<file path="src/hdl/mfap_pkg.sv">
// shared types, constants and codes of the max flow core
`default_nettype none
package mfap_pkg;

  localparam int MAX_VERTICES_DEF = 16;
  localparam int CAP_BITS_DEF     = 16;

  localparam int FLOW_W  = 20;
  localparam int VC_W    = 5;
  localparam int VTX_W   = 4;
  localparam int CAP_IN_W = 16;
  localparam logic [FLOW_W-1:0] FLOW_MAX = 20'hFFFFF;

  // register indexes on the configuration port
  localparam logic [1:0] REG_VERTEX_COUNT  = 2'd0;
  localparam logic [1:0] REG_SOURCE_VERTEX = 2'd1;
  localparam logic [1:0] REG_SINK_VERTEX   = 2'd2;

  typedef struct packed {
    logic [VC_W-1:0]  vertex_count;
    logic [VTX_W-1:0] source_vertex;
    logic [VTX_W-1:0] sink_vertex;
  } cfg_t;

  typedef enum logic [1:0] {
    ALU_SUB,
    ALU_ADD,
    ALU_MIN,
    ALU_ACC
  } alu_op_t;

  typedef enum logic [3:0] {
    ST_CLEAR,
    ST_IDLE,
    ST_INIT,
    ST_SCAN_RD,
    ST_SCAN_CHK,
    ST_POP_GET,
    ST_P1_PAR,
    ST_P1_RES,
    ST_P1_MIN,
    ST_P2_PAR,
    ST_P2_FWD,
    ST_P2_FWR,
    ST_P2_REV,
    ST_ACC,
    ST_RESULT
  } state_t;

endpackage
`default_nettype wire

</file>
<file path="src/hdl/mfap_cfg.sv">
// apb-style configuration registers
`default_nettype none
module mfap_cfg (
  input  wire logic        clk,
  input  wire logic        rst_n,
  input  wire logic        cfg_psel,
  input  wire logic        cfg_penable,
  input  wire logic        cfg_pwrite,
  input  wire logic [3:0]  cfg_paddr,
  input  wire logic [31:0] cfg_pwdata,
  output logic      [31:0] cfg_prdata,
  output logic             cfg_pready,
  output mfap_pkg::cfg_t   cfg
);
  import mfap_pkg::*;

  cfg_t cfg_r;
  logic wr_en;

  assign cfg_pready = 1'b1;
  assign wr_en = cfg_psel && cfg_penable && cfg_pwrite;

  // register writes
  always_ff @(posedge clk) begin
    if (!rst_n) begin
      cfg_r.vertex_count  <= VC_W'(16);
      cfg_r.source_vertex <= VTX_W'(0);
      cfg_r.sink_vertex   <= VTX_W'(1);
    end else if (wr_en) begin
      priority case (cfg_paddr[3:2])
        REG_VERTEX_COUNT:  cfg_r.vertex_count  <= cfg_pwdata[VC_W-1:0];
        REG_SOURCE_VERTEX: cfg_r.source_vertex <= cfg_pwdata[VTX_W-1:0];
        REG_SINK_VERTEX:   cfg_r.sink_vertex   <= cfg_pwdata[VTX_W-1:0];
        default: ;
      endcase
    end
  end

  // read back
  always_comb begin
    priority case (cfg_paddr[3:2])
      REG_VERTEX_COUNT:  cfg_prdata = 32'(cfg_r.vertex_count);
      REG_SOURCE_VERTEX: cfg_prdata = 32'(cfg_r.source_vertex);
      REG_SINK_VERTEX:   cfg_prdata = 32'(cfg_r.sink_vertex);
      default:           cfg_prdata = 32'd0;
    endcase
  end

  assign cfg = cfg_r;

endmodule
`default_nettype wire

</file>
<file path="config.mk">
export PLATFORM = sky130hd
export DESIGN_NAME = mfap_cfg
export DESIGN_NICKNAME = d
export VERILOG_FILES = /design/src/hdl/mfap_pkg.sv /design/src/hdl/mfap_cfg.sv
export SDC_FILE = /design/constraint.sdc
export NUM_CORES = 1
export LEC_CHECK = 0
export ABC_CLOCK_PERIOD_IN_PS = 800
export BUFFER_PORTS_ARGS = -buffer_cell sky130_fd_sc_hd__buf_2
export CORE_ASPECT_RATIO = 2
export CORE_MARGIN = 2
export CORE_UTILIZATION = 32
export DETAILED_ROUTE_END_ITERATION = 7
export PLACE_DENSITY = 0.76
export SYNTH_ARGS = -nofsm -noshare
export SYNTH_HDL_FRONTEND = slang
export SYNTH_SLANG_ARGS = --single-unit
</file>
<file path="constraint.sdc">
create_clock -name clk -period 0.8 [get_ports clk]
set_input_delay 0 -clock clk [delete_from_list [all_inputs] [get_ports clk]]
set_output_delay 0 -clock clk [all_outputs]
set_load 0.02 [all_outputs]
</file>
==> impl_metrics.py <==
metrics = {
    "place": {
        "dp_hpwl_microns": 1490,
        "place.gp.congestion": 0.750,
        "portBuffers": 29,
        "dp_cells": 160,
    },
    "clock_tree": {
        "cts_htree_levels": 1,
        "clk_pin_slew_ps": 50,
        "clkLatencyLatePin_ps": 230,
        "clock-sinks": 13,
        "cts-buffers-inserted": 3,
        "cts_tree": "built",
        "clockBufferDepth": 2,
        "root_buffer": "clkbuf_8",
    },
    "cells_and_area": {
        "layout_commonest_cell": "conb_1",
        "antenna_cells": 0,
        "seqCellArea_sq_um": 274,
        "largest_register_ffs": 13,
        "synthToLayoutAreaGrowth_pct": 33.9,
        "final_cells": 166,
        "multi_input_area_sq_um": 490,
        "drive_gt1_share_pct": 46.4,
        "layout.nets": 180,
        "fillCellCount": 258,
        "final_cell_mix": "conb_1, nand2_1, buf_2",
    },
    "die": {
        "die_area_sq_mm": 0.00321,
        "chipHeight_microns": 78.1,
        "start_util_pct": 34.2,
        "core_sq_mm": 0.00257,
        "die-width_microns": 41.0,
        "std_cell_rows": 26,
        "io_pins": 87,
    },
    "hold_path": {
        "min-delay-start": "cfg_pwdata[0]",
        "hold_end": "cfg[8]",
        "worst_hold_path_type": "input port to flip-flop",
        "hold_depth": 3,
    },
    "timing": {
        "hold_viol": 0,
        "fin_tns_setup_ps": -581,
        "period_share_pct": 118,
        "drv_slew": 0,
        "fin_skew_ps": 0,
        "fmax_mhz": 1060,
        "grt_setup_unrepaired": "true",
        "setup_viol": 5,
        "setup_slack_ps": -142,
        "min_period_ps": 942,
    },
    "pwr": {
        "p_leak_uw": 0.000556,
        "powerDensity_mw_per_mm2": 1330,
        "total_power_uw": 1570,
        "vdd_drop_max_uv": 1020,
    },
    "grt": {
        "grtUsageTotal_pct": 12.0,
        "antenna_found_initial": 0,
        "grt_start_max_net_pins": 12,
        "grt_pass1_wl_microns": 2690,
        "grt_overflow": 0,
        "grt_pass1_vias": 678,
    },
    "yosys": {
        "ys_warn_count": 0,
        "synth_area_leaders": "dfxtp_1, buf_4, mux2i_1",
        "synth_xor_area_share_pct": 0,
        "synth.top_cell.area_share_pct": 29.6,
        "yosysUniqueCellTypes": 17,
        "synth_compound_area_share_pct": 4.27,
        "synthMuxAreaShare_pct": 18.2,
        "syn_avg_cell_area_sq_um": 9.06,
        "syn_area_sq_um": 878,
        "synth_cells": 97,
        "ys_seq_area_share_pct": 29.6,
        "yosys.area_share.simple_pct": 18.7,
        "synth_seq_cells": 13,
        "synth_top_area_cell": "dfxtp_1",
        "synth_fa_ha_area_share_pct": 0,
        "synth_top_family_by_area": "buffers and inverters",
    },
    "routing": {
        "dr_total_vias": 719,
        "wl_per_cell_microns": 11.3,
        "drt.antenna.violating_nets": 0,
        "drc": 0,
        "first_pass_iters": 4,
        "viasPerCell": 4.33,
        "drtIter0Drc": 11,
        "postRouteWirelength_microns": 1870,
    },
    "run_status": {
        "status": "finished with violations",
        "violations": "negative setup slack",
    },
    "critical_path": {
        "r2r-start": "cfg[12]",
        "critical_path_arrival_ps": 940,
        "crit_type": "flip-flop to output pin",
        "reg2reg_slack_ps": 30,
        "critical_path_required_ps": 800,
        "startpoint_type": "flip-flop",
        "worstReg2RegEnd": "cfg[12]",
        "cp_max_fo": 2,
        "r2r_cells": 2,
        "worstSetupEndpointType": "output pin",
    },
    "flow_run": {
        "maxCapViolCount": 0,
    },
}
-- through the flow --
| stage | setup slack, ps | hold slack (ps) | utilization (%) | cell area (sq um) |
|---|---|---|---|---|
| 4_1_cts | -139 | 44.8 | 45.4 | 1170 |
| 5_1_grt | -174 | 54.4 | 45.8 | 1180 |
| 2_1_floorplan | 5.08 | 117 | - | 1000 |
| 3_3_place_gp | -62.9 | 211 | 40.4 | 1040 |
| 3_5_place_dp | -106 | 223 | 40.4 | 1040 |
| 6_report | -142 | 48.0 | 45.8 | 1180 |
-- where the power goes --
part	switching [uW]	internal, uW
registers	7.14	656
logic	232	115
clock network	210	350
-- area by class of cell --
cell class / count / area share [%]
Timing Repair Buffer: 43 / 27.9
Inverter: 1 / 0.319
Multi-Input combinational cell: 77 / 41.7
Sequential cell: 13 / 23.3
Clock buffer: 4 / 3.83
Tap cell: 28 / 2.98
-- kinds of logic (layout without fill, tap and decap cells) --
group | Yosys count | in the layout
and+or+nand+nor | 27 | 27
buffers and inverters | 33 | 48
AOI/OAI and AO/OA | 6 | 6
other | 2 | 28
muxes | 16 | 16
DFF | 13 | 13
-- routing by layer --
metal / vias up / GRT usage [%] / routed length, microns
met3: 4 / 2.54 / 181
met1: 321 / 10.9 / 634
met4: 0 / 5.33 / 28
li1: 343 / - / -
met2: 51 / 22.0 / 1030
met5: - / 0 / 0
-- synth_stat cells --
cell type and n:
buf_4 29, nand2_1 19, mux2i_1 16, dfxtp_1 13, o21ai_1 4, buf_6 2
conb_1 2, nor2_1 2, nor3b_4 2, a211o_1 1, buf_2 1, inv_1 1
nand3_4 1, nor2b_1 1, nor3_4 1, nor3b_1 1, o31a_1 1
-- worst max-delay path, cell delays in order (launching register included) --
cell and delay (ps):
dfxtp_2 330, mux2i_1 180, o21ai_2 70, buf_6 130
-- how the worst max path moves through the flow --
stage | start | endpoint | slack [ps]
3_5_place_dp | cfg_paddr[2] | cfg[2] | -110
6_report | cfg[2] | cfg_prdata[2] | -140
4_1_cts | cfg[3] | cfg_prdata[3] | -140
2_1_floorplan | cfg[0] | cfg_prdata[0] | 5
3_3_place_gp | cfg_paddr[2] | cfg[1] | -60
5_1_grt | cfg[0] | cfg_prdata[0] | -170
-- timing repair --
| action | in CTS | in global routing |
|---|---|---|
| pin swaps | 0 | 0 |
| resized for setup | 24 | 4 |
| setup endpoints to repair | 6 | 10 |
| hold endpoints to repair | 1 | 0 |
| hold buffers | 1 | 0 |
| gates cloned | 0 | 0 |
| setup buffers | 2 | 0 |
No activity file was read; power rests on OpenSTA's default activity.
